<file path="src/rtl/period_tachometer_avg_timeout_macros.svh">
// assertion macros for the period tachometer block
// used by the top level; expects clk and rst_n in the including scope
`ifndef PERIOD_TACHOMETER_AVG_TIMEOUT_MACROS_SVH
`define PERIOD_TACHOMETER_AVG_TIMEOUT_MACROS_SVH

// same-cycle implication, disabled during reset
`define PTA_ASSERT_NOW(label, ante, cons, msg) \
    label: assert property (@(posedge clk) disable iff (!rst_n) (ante) |-> (cons)) \
        else $error(msg);

// next-cycle implication, disabled during reset
`define PTA_ASSERT_NEXT(label, ante, cons, msg) \
    label: assert property (@(posedge clk) disable iff (!rst_n) (ante) |=> (cons)) \
        else $error(msg);

`endif

</file>
<file path="src/rtl/pta_pkg.sv">
// shared constants and types for the period tachometer block
// no dependencies; imported by the divider and the top level
`timescale 1ns / 1ps
`default_nettype none

package pta_pkg;

    // averaging ring
    localparam int AVG_DEPTH = 8;
    localparam int SLOT_W    = $clog2(AVG_DEPTH);

    // field widths
    localparam int CLK_W     = 27;
    localparam int TMO_W     = 32;
    localparam int CAP_W     = 32;
    localparam int RAW_W     = 35;
    localparam int AVG_OUT_W = 38;
    localparam int FRAC_W    = 8;
    localparam int CMD_W     = 2;
    localparam int CFG_IDX_W = 2;
    localparam int CFG_DAT_W = 32;

    // divider widths: dividend is clock_hz * AVG_DEPTH * 256
    localparam int MULT_W = $clog2(AVG_DEPTH + 1);
    localparam int NUM_W  = CLK_W + MULT_W + FRAC_W;
    localparam int SUM_W  = CAP_W + SLOT_W;
    localparam int DEN_W  = SUM_W;
    localparam int SAT_W  = (NUM_W > AVG_OUT_W) ? NUM_W : AVG_OUT_W;

    localparam logic [NUM_W-1:0]     AVG_MULT = NUM_W'(AVG_DEPTH);
    localparam logic [AVG_OUT_W-1:0] AVG_MAX  = {AVG_OUT_W{1'b1}};

    // command codes
    localparam logic [CMD_W-1:0] CMD_EDGE  = 2'd0;
    localparam logic [CMD_W-1:0] CMD_TICK  = 2'd1;
    localparam logic [CMD_W-1:0] CMD_CLEAR = 2'd2;

    // register indexes
    localparam logic [CFG_IDX_W-1:0] REG_CLOCK_HZ = 2'd0;
    localparam logic [CFG_IDX_W-1:0] REG_TIMEOUT  = 2'd1;

    // register reset values
    localparam logic [CLK_W-1:0] CLOCK_HZ_RESET = 27'd80000000;
    localparam logic [TMO_W-1:0] TIMEOUT_RESET  = 32'd40000000;

    // sequencer states
    typedef enum logic [3:0] {
        S_IDLE = 4'b0001,
        S_READ = 4'b0010,
        S_DIV  = 4'b0100,
        S_DONE = 4'b1000
    } state_t;

endpackage

`default_nettype wire

</file>
<file path="src/rtl/pta_ram.sv">
// generic single-write, single-read ram with registered read data
// no dependencies
`timescale 1ns / 1ps
`default_nettype none

module pta_ram #(
    parameter int WIDTH = 32,
    parameter int DEPTH = 8,
    localparam int ADDR_W = $clog2(DEPTH)
) (
    input  wire logic              clk,
    input  wire logic              we,
    input  wire logic [ADDR_W-1:0] waddr,
    input  wire logic [WIDTH-1:0]  wdata,
    input  wire logic              re,
    input  wire logic [ADDR_W-1:0] raddr,
    output logic      [WIDTH-1:0]  rdata
);

    logic [WIDTH-1:0] mem [DEPTH];

    // write port
    always_ff @(posedge clk)
    begin
        if (we)
        begin
            mem[waddr] <= wdata;
        end
    end

    // registered read port
    always_ff @(posedge clk)
    begin
        if (re)
        begin
            rdata <= mem[raddr];
        end
    end

endmodule

`default_nettype wire

</file>
<file path="src/rtl/pta_div.sv">
// iterative restoring divider, one quotient bit per cycle
// depends on pta_pkg for operand widths
`timescale 1ns / 1ps
`default_nettype none

module pta_div
    import pta_pkg::*;
(
    input  wire logic             clk,
    input  wire logic             rst_n,
    input  wire logic             start,
    input  wire logic [NUM_W-1:0] num,
    input  wire logic [DEN_W-1:0] den,
    output logic                  done,
    output logic      [NUM_W-1:0] quot
);

    localparam int CNT_W = $clog2(NUM_W);
    localparam logic [CNT_W-1:0] CNT_LAST = CNT_W'(NUM_W - 1);

    logic             busy_reg;
    logic             done_reg;
    logic [CNT_W-1:0] cnt_reg;
    logic [NUM_W-1:0] quo_reg;
    logic [DEN_W-1:0] rem_reg;
    logic [DEN_W-1:0] den_reg;
    logic [DEN_W:0]   rem_shift;
    logic [DEN_W:0]   diff;
    logic             take;

    // one trial subtraction
    always_comb
    begin
        rem_shift = {rem_reg, quo_reg[NUM_W-1]};
        diff      = rem_shift - {1'b0, den_reg};
        take      = !diff[DEN_W];
    end

    // control
    always_ff @(posedge clk or negedge rst_n)
    begin
        if (!rst_n)
        begin
            busy_reg <= 1'b0;
            done_reg <= 1'b0;
            cnt_reg  <= '0;
        end
        else if (start)
        begin
            busy_reg <= 1'b1;
            done_reg <= 1'b0;
            cnt_reg  <= '0;
        end
        else if (busy_reg)
        begin
            cnt_reg  <= cnt_reg + CNT_W'(1);
            busy_reg <= (cnt_reg != CNT_LAST);
            done_reg <= (cnt_reg == CNT_LAST);
        end
        else
        begin
            done_reg <= 1'b0;
        end
    end

    // datapath
    always_ff @(posedge clk)
    begin
        if (start)
        begin
            quo_reg <= num;
            den_reg <= den;
            rem_reg <= '0;
        end
        else if (busy_reg)
        begin
            rem_reg <= take ? diff[DEN_W-1:0] : rem_shift[DEN_W-1:0];
            quo_reg <= {quo_reg[NUM_W-2:0], take};
        end
    end

    assign done = done_reg;
    assign quot = quo_reg;

endmodule

`default_nettype wire

</file>
<file path="src/rtl/period_tachometer_avg_timeout.sv">
// top level of the period tachometer with moving average and timeout
// depends on pta_pkg, pta_ram, pta_div and the assertion macro header
//
// Usage:
//   Input channel (in_valid / in_stall) carries cmd and capture_count. An edge
//   transaction turns the captured down-count into a period, updates the
//   period ring held in a small ram and its running sum, then runs two
//   iterative dividers side by side for the raw and averaged frequency.
//   Tick transactions count the timeout down; clear drops the measurement.
//   Every transaction gives one result transaction on out_valid / out_stall
//   with alive, raw_freq and avg_freq.
//   An edge with a nonzero period goes through S_READ, then S_DIV, where it
//   waits on the one-bit-per-cycle dividers, then S_DONE; all other commands
//   go straight to S_DONE. One transaction is in work at a time; the next one
//   is taken as soon as the previous result sits in the output register.
//   A stalled result holds in the output register; a finished item waits
//   for it to drain before loading, and no new input is taken meanwhile.
//   Reset clears the ring valid bits, capture, sum, flags and frequencies and
//   loads the register defaults; no clearing pass is needed.
//   Configuration (cfg_valid / cfg_ready) is always ready: index 0 clock_hz,
//   index 1 timeout_ticks, other indexes are ignored.
`timescale 1ns / 1ps
`default_nettype none
`include "period_tachometer_avg_timeout_macros.svh"

module period_tachometer_avg_timeout
    import pta_pkg::*;
(
    input  wire logic                 clk,
    input  wire logic                 rst_n,
    input  wire logic                 in_valid,
    output logic                      in_stall,
    input  wire logic [CMD_W-1:0]     cmd,
    input  wire logic [CAP_W-1:0]     capture_count,
    output logic                      out_valid,
    input  wire logic                 out_stall,
    output logic                      alive,
    output logic      [RAW_W-1:0]     raw_freq,
    output logic      [AVG_OUT_W-1:0] avg_freq,
    input  wire logic                 cfg_valid,
    output logic                      cfg_ready,
    input  wire logic [CFG_IDX_W-1:0] cfg_index,
    input  wire logic [CFG_DAT_W-1:0] cfg_data
);

    state_t state_reg;
    state_t state_next;

    logic [CLK_W-1:0]     clock_hz_reg;
    logic [TMO_W-1:0]     timeout_ticks_reg;
    logic [CAP_W-1:0]     last_capture_reg;
    logic [CAP_W-1:0]     period_reg;
    logic [SUM_W-1:0]     sum_reg;
    logic [SLOT_W-1:0]    slot_reg;
    logic [AVG_DEPTH-1:0] ring_valid_reg;
    logic                 alive_reg;
    logic [RAW_W-1:0]     raw_held_reg;
    logic [AVG_OUT_W-1:0] avg_held_reg;
    logic [TMO_W-1:0]     timeout_left_reg;
    logic                 out_valid_reg;
    logic                 out_alive_reg;
    logic [RAW_W-1:0]     out_raw_reg;
    logic [AVG_OUT_W-1:0] out_avg_reg;

    logic             in_accept;
    logic             out_load;
    logic [CAP_W-1:0] period_new;
    logic             ram_re;
    logic [CAP_W-1:0] ram_rdata;
    logic [CAP_W-1:0] old_period;
    logic [SUM_W-1:0] sum_new;
    logic             div_start;
    logic [NUM_W-1:0] raw_num;
    logic [NUM_W-1:0] avg_num;
    logic             raw_done;
    logic             avg_done;
    logic [NUM_W-1:0] raw_q;
    logic [NUM_W-1:0] avg_q;

    // handshakes
    assign in_stall  = (state_reg != S_IDLE);
    assign in_accept = in_valid && !in_stall;
    assign out_load  = (state_reg == S_DONE) && (!out_valid_reg || !out_stall);
    assign cfg_ready = 1'b1;

    // period and ring read-modify-write
    assign period_new = last_capture_reg - capture_count;
    assign ram_re     = in_accept && (cmd == CMD_EDGE) && (period_new != '0);
    assign old_period = ring_valid_reg[slot_reg] ? ram_rdata : '0;
    assign sum_new    = sum_reg - SUM_W'(old_period) + SUM_W'(period_reg);
    assign div_start  = (state_reg == S_READ);

    // divider operands
    assign raw_num = NUM_W'({clock_hz_reg, FRAC_W'(0)});
    assign avg_num = (NUM_W'(clock_hz_reg) * AVG_MULT) << FRAC_W;

    pta_ram #(
        .WIDTH (CAP_W),
        .DEPTH (AVG_DEPTH)
    ) u_ring (
        .clk   (clk),
        .we    (div_start),
        .waddr (slot_reg),
        .wdata (period_reg),
        .re    (ram_re),
        .raddr (slot_reg),
        .rdata (ram_rdata)
    );

    pta_div u_div_raw (
        .clk   (clk),
        .rst_n (rst_n),
        .start (div_start),
        .num   (raw_num),
        .den   (DEN_W'(period_reg)),
        .done  (raw_done),
        .quot  (raw_q)
    );

    pta_div u_div_avg (
        .clk   (clk),
        .rst_n (rst_n),
        .start (div_start),
        .num   (avg_num),
        .den   (sum_new),
        .done  (avg_done),
        .quot  (avg_q)
    );

    // sequencer next state
    always_comb
    begin
        state_next = state_reg;
        case (state_reg)
            S_IDLE:
            begin
                if (in_accept)
                begin
                    state_next = ram_re ? S_READ : S_DONE;
                end
            end
            S_READ:
            begin
                state_next = S_DIV;
            end
            S_DIV:
            begin
                if (raw_done)
                begin
                    state_next = S_DONE;
                end
            end
            S_DONE:
            begin
                if (out_load)
                begin
                    state_next = S_IDLE;
                end
            end
            default:
            begin
                state_next = S_IDLE;
            end
        endcase
    end

    // measurement state and configuration
    always_ff @(posedge clk or negedge rst_n)
    begin
        if (!rst_n)
        begin
            state_reg         <= S_IDLE;
            clock_hz_reg      <= CLOCK_HZ_RESET;
            timeout_ticks_reg <= TIMEOUT_RESET;
            last_capture_reg  <= '0;
            sum_reg           <= '0;
            slot_reg          <= '0;
            ring_valid_reg    <= '0;
            alive_reg         <= 1'b0;
            raw_held_reg      <= '0;
            avg_held_reg      <= '0;
            timeout_left_reg  <= TIMEOUT_RESET;
        end
        else
        begin
            state_reg <= state_next;

            // register writes
            if (cfg_valid && cfg_ready)
            begin
                if (cfg_index == REG_CLOCK_HZ)
                begin
                    clock_hz_reg <= cfg_data[CLK_W-1:0];
                end
                else if (cfg_index == REG_TIMEOUT)
                begin
                    timeout_ticks_reg <= cfg_data[TMO_W-1:0];
                end
            end

            // command dispatch
            if (in_accept)
            begin
                case (cmd)
                    CMD_EDGE:
                    begin
                        last_capture_reg <= capture_count;
                    end
                    CMD_TICK:
                    begin
                        if (timeout_left_reg <= TMO_W'(1))
                        begin
                            alive_reg        <= 1'b0;
                            raw_held_reg     <= '0;
                            avg_held_reg     <= '0;
                            timeout_left_reg <= timeout_ticks_reg;
                        end
                        else
                        begin
                            timeout_left_reg <= timeout_left_reg - TMO_W'(1);
                        end
                    end
                    CMD_CLEAR:
                    begin
                        alive_reg    <= 1'b0;
                        raw_held_reg <= '0;
                        avg_held_reg <= '0;
                    end
                    default:
                    begin
                        alive_reg <= alive_reg;
                    end
                endcase
            end

            // ring write-back and sum update
            if (state_reg == S_READ)
            begin
                sum_reg                  <= sum_new;
                ring_valid_reg[slot_reg] <= 1'b1;
                slot_reg <= (slot_reg == SLOT_W'(AVG_DEPTH - 1)) ? '0
                                                                 : slot_reg + SLOT_W'(1);
                alive_reg        <= 1'b1;
                timeout_left_reg <= timeout_ticks_reg;
            end

            // frequency results
            if ((state_reg == S_DIV) && raw_done)
            begin
                raw_held_reg <= RAW_W'(raw_q);
                if (sum_reg != '0)
                begin
                    if (SAT_W'(avg_q) > SAT_W'(AVG_MAX))
                    begin
                        avg_held_reg <= AVG_MAX;
                    end
                    else
                    begin
                        avg_held_reg <= AVG_OUT_W'(avg_q);
                    end
                end
            end
        end
    end

    // captured period for the ring update
    always_ff @(posedge clk)
    begin
        if (ram_re)
        begin
            period_reg <= period_new;
        end
    end

    // output register control
    always_ff @(posedge clk or negedge rst_n)
    begin
        if (!rst_n)
        begin
            out_valid_reg <= 1'b0;
        end
        else if (out_load)
        begin
            out_valid_reg <= 1'b1;
        end
        else if (!out_stall)
        begin
            out_valid_reg <= 1'b0;
        end
    end

    // output register payload
    always_ff @(posedge clk)
    begin
        if (out_load)
        begin
            out_alive_reg <= alive_reg;
            out_raw_reg   <= raw_held_reg;
            out_avg_reg   <= avg_held_reg;
        end
    end

    assign out_valid = out_valid_reg;
    assign alive     = out_alive_reg;
    assign raw_freq  = out_raw_reg;
    assign avg_freq  = out_avg_reg;

    // checks
    `PTA_ASSERT_NOW(a_div_done_in_div, raw_done, state_reg == S_DIV, "divider done outside wait")
    `PTA_ASSERT_NOW(a_div_in_step, raw_done, avg_done, "raw and average dividers out of step")
    `PTA_ASSERT_NOW(a_alive_from_edge, $rose(alive_reg), $past(state_reg == S_READ),
        "alive set without an edge update")
    `PTA_ASSERT_NEXT(a_edge_reads_ring, ram_re, state_reg == S_READ,
        "edge transaction did not read the ring")

endmodule

`default_nettype wire
</file>
<file path="config.mk">
export PLATFORM = sky130hd
export DESIGN_NAME = period_tachometer_avg_timeout
export DESIGN_NICKNAME = d
export VERILOG_FILES = /design/src/rtl/pta_pkg.sv /design/src/rtl/pta_ram.sv /design/src/rtl/pta_div.sv /design/src/rtl/period_tachometer_avg_timeout.sv
export VERILOG_INCLUDE_DIRS = /design/src /design/src/rtl
export SDC_FILE = /design/constraint.sdc
export NUM_CORES = 1
export LEC_CHECK = 0
export ABC_AREA = 1
export BUFFER_PORTS_ARGS = -buffer_cell sky130_fd_sc_hd__buf_2
export CAP_MARGIN = 10
export CORE_UTILIZATION = 57
export DETAILED_ROUTE_END_ITERATION = 16
export HOLD_SLACK_MARGIN = 0.1
export PLACE_DENSITY = 0.77
export SYNTH_ARGS = -nofsm -noshare
export SYNTH_HDL_FRONTEND = slang
export SYNTH_SLANG_ARGS = --single-unit
</file>
<file path="constraint.sdc">
create_clock -name clk -period 4.2 [get_ports clk]
set_input_delay 0.84 -clock clk [delete_from_list [all_inputs] [get_ports clk]]
set_output_delay 0.84 -clock clk [all_outputs]
set_load 0.03 [all_outputs]
</file>
==> results.ini <==
[drt]
route.met2.wl_mm=52.8
firstDrtPassIters=7
totalWireLength_mm=111
wl_met1_mm=47.4
topRoutingLayerUsed=met4
avgRoutedWirePerCell_um=18.8
drc=0
dr_wl_met3_mm=8.04
vias=33255
antenna_left=0
via_per_inst=5.61
drtIter0Drc=3398

[timing]
clock_skew_ns=0.0321
drv_slew=0
worstMarginPinSlew_ns=1.11
slew_headroom_pct=25.7
fmax_mhz=251
setup_viol=0
hold_ws_ns=0.178
period_share_pct=94.9
period_needed_ns=3.99
finalHoldViolations=0
tns_ns=0

[clocking]
clkTransAtPathRegs_ns=0.06
cts_max_level=3
cts_tree=done
clock_path_buffers=3
cts_sinks=872
postCtsHoldBufs=0
root_buffer=clkbuf_16
cts_buffers=88
clkLatencyLatePin_ns=0.67

[placement]
place.gp.congestion=0.963
place_hpwl_mm=76.4
port_buffers=148

[grt]
overflow=0
grt_max_degree=106
antenna_found_initial=1
track_usage_pct=28.7
grt_pass1_vias=32029
grt_pass1_wl_mm=174

[logic_synthesis]
ys_ff_latch=872
synthXorXnorAreaFrac_pct=2.32
synthMuxAreaShare_pct=0.104
synthTopCellsByArea=edfxtp_1 (36%), dfrtp_1 (14%), nand2_1 (9.8%)
syn_avg_cell_area_um2=9.21
synth-simple-area-share_pct=17.6
synth_edf_count=515
synth_cells=4709
syn-cell-area_um2=43400
synth_cell_type_count=68
syn-num-nets=4962
yosysSeqAreaShare_pct=55.2
synth_top_cell_by_area=edfxtp_1
ys_warn_count=0
async_flop_share_pct=30.2
synth_compound_area_share_pct=10.8
synthAdderAreaFrac_pct=5.80
synth_top_family_by_area=simple AND/OR/NAND/NOR gates
synth_top_cell_area_share_pct=35.7
ys.flop_type=edfxtp_1

[critical_path]
critPathTopFamily=simple AND/OR/NAND/NOR gates
worstPathRequired_ns=4.76
critical-path-max-stage-delay_ns=0.48
worst_setup_path_end_kind=flip-flop
arrival_ns=4.55
worstSetupPathType=reg -> reg
cp_max_fo=13
crit_buf_inv=6
start_kind=flip-flop
worstPathCellList=inv_1, nand2_2, nor2_2, inv_2, o22ai_1, a221oi_1, nand2_1, inv_2, buf_12, clkbuf_16, nor2_1, fa_1, inv_1, ha_1, nand2_1, nor2_1, o21ai_0, a21oi_1, o21ai_0, nand3_1, xor2_1, nand2_1, o21ai_0
cp_slowest_cell=fa_1

[pwr]
power_leakage_nw=22.3
seqPwrFrac_pct=34.9
swShare_pct=40.3
p_switching_mw=13.9
share_comb_of_total_power_pct=41.6
power.internal_mw=20.5
p_per_area_nw_per_um2=706
ir_drop_v=0.000583
clockPowerShare_pct=23.5

[floorplan]
initial_core_util_pct=58.0
num_io_pins=150
placementRows=100
die-area_um2=77200
core_um2=74800
die_h_um=278
fp.dieW_um=278

[run_status]
outcome=complete, no violations

[min_path]
hold_class=in -> async

[finish]
top_register=u_ring.mem
largest_reg_flops=256
area_growth_pct=12.3
nets=5135
drive_gt1_share_pct=10.2

[run]
drv_cap=0

## routing by layer
| layer | vias to the layer above | global-route usage (%) |
|---|---|---|
| met2 | 1307 | 47.6 |
| li1 | 15908 | - |
| met1 | 15836 | 40.0 |
| met3 | 204 | 3.50 |
| met4 | 0 | 7.89 |
| met5 | - | 0 |
## final cells by class
class                   instances  area, µm²
flip-flops and latches        872      24000
multi-input cells            2922      16200
well taps                     969       1210
diodes                          1       2.50
clock inverters                51        651
repair buffers                219       1420
clock buffers                 114       2360
inverters                     779       2920
fillers                      5901      26100
## worst paths after layout
path                                                     to  cells past startpoint  slack (ns)                    startpoint
hold / removal                   avg_held_reg[29]$_DFF_PN0_                      1        0.18                         rst_n
min in group clk           last_capture_reg[31]$_DFFE_PN0P_                      3        0.41             capture_count[31]
setup reg to reg                    sum_reg[33]$_DFFE_PN0P_                     23        0.21       slot_reg[2]$_DFFE_PN0P_
max in group asynchronous   last_capture_reg[3]$_DFFE_PN0P_                      2        3.10                         rst_n
hold reg to reg                      raw_freq[29]$_DFFE_PP_                      0        0.45  raw_held_reg[29]$_DFFE_PN0P_
setup / recovery                    sum_reg[33]$_DFFE_PN0P_                     23        0.21       slot_reg[2]$_DFFE_PN0P_
## cells in the final DEF, fill, tap and decap left out, drive strengths merged, types with 66 or more instances in the layout
| cell | netlist | layout |
|---|---|---|
| nor2 | 331 | 331 |
| clkbuf | 93 | 115 |
| dfrtp | 238 | 238 |
| edfxtp | 515 | 515 |
| a22oi | 78 | 78 |
| xor2 | 66 | 66 |
| nand2 | 1138 | 1138 |
| nand3 | 205 | 205 |
| a21oi | 175 | 175 |
| o21ai | 344 | 344 |
| dfxtp | 94 | 94 |
| inv | 778 | 785 |
| ha | 145 | 145 |
| buf | 43 | 218 |
## metrics by stage
stage               cell area, µm²  util [%]  cells  power, mW  setup WS [ns]
global placement             45400      60.7   5755       25.4          0.197
detailed placement           45400      60.7   5755       25.7          0.126
global route                 48700      65.1   5927       36.6        -0.0295
finish                       48700      65.1   5927       34.4          0.215
floorplan                    43400         -   4709       21.8          0.111
CTS                          48500      64.8   5920       33.9         0.0767
## kinds of logic after synthesis
group | Yosys count
compound gates | 790
mux | 4
other cells | 1
flops | 872
xor+xnor | 115
fa+ha+maj | 180
buf+inv | 915
simple gates | 1832
## Yosys cell counts (all sizes together), types with 35 or more instances
master	n
a21oi	175
ha	145
nor2	331
o22ai	62
fa	35
dfxtp	94
o21ai	344
edfxtp	515
a221oi	35
xor2	66
nand4	64
a22oi	78
buf	43
clkbuf	93
nand3	205
xnor2	49
inv	778
nand2	1138
dfrtp	238
nor3	52
## what timing repair did
item / CTS / global route
resized for setup: 0 / 48
buffers inserted: 0 / 4
setup endpoints to repair: 0 / 35
## power groups by stage
stage          combinational (mW)  sequential, mW  clock, mW
2_1_floorplan                9.79            12.0          0
3_3_place_gp                 13.3            12.1          0
3_5_place_dp                 13.5            12.1          0
4_1_cts                      13.7            12.0       8.20
5_1_grt                      16.0            12.2       8.52
6_report                     14.3            12.0       8.10
No activity file was read; power rests on OpenSTA's default activity.
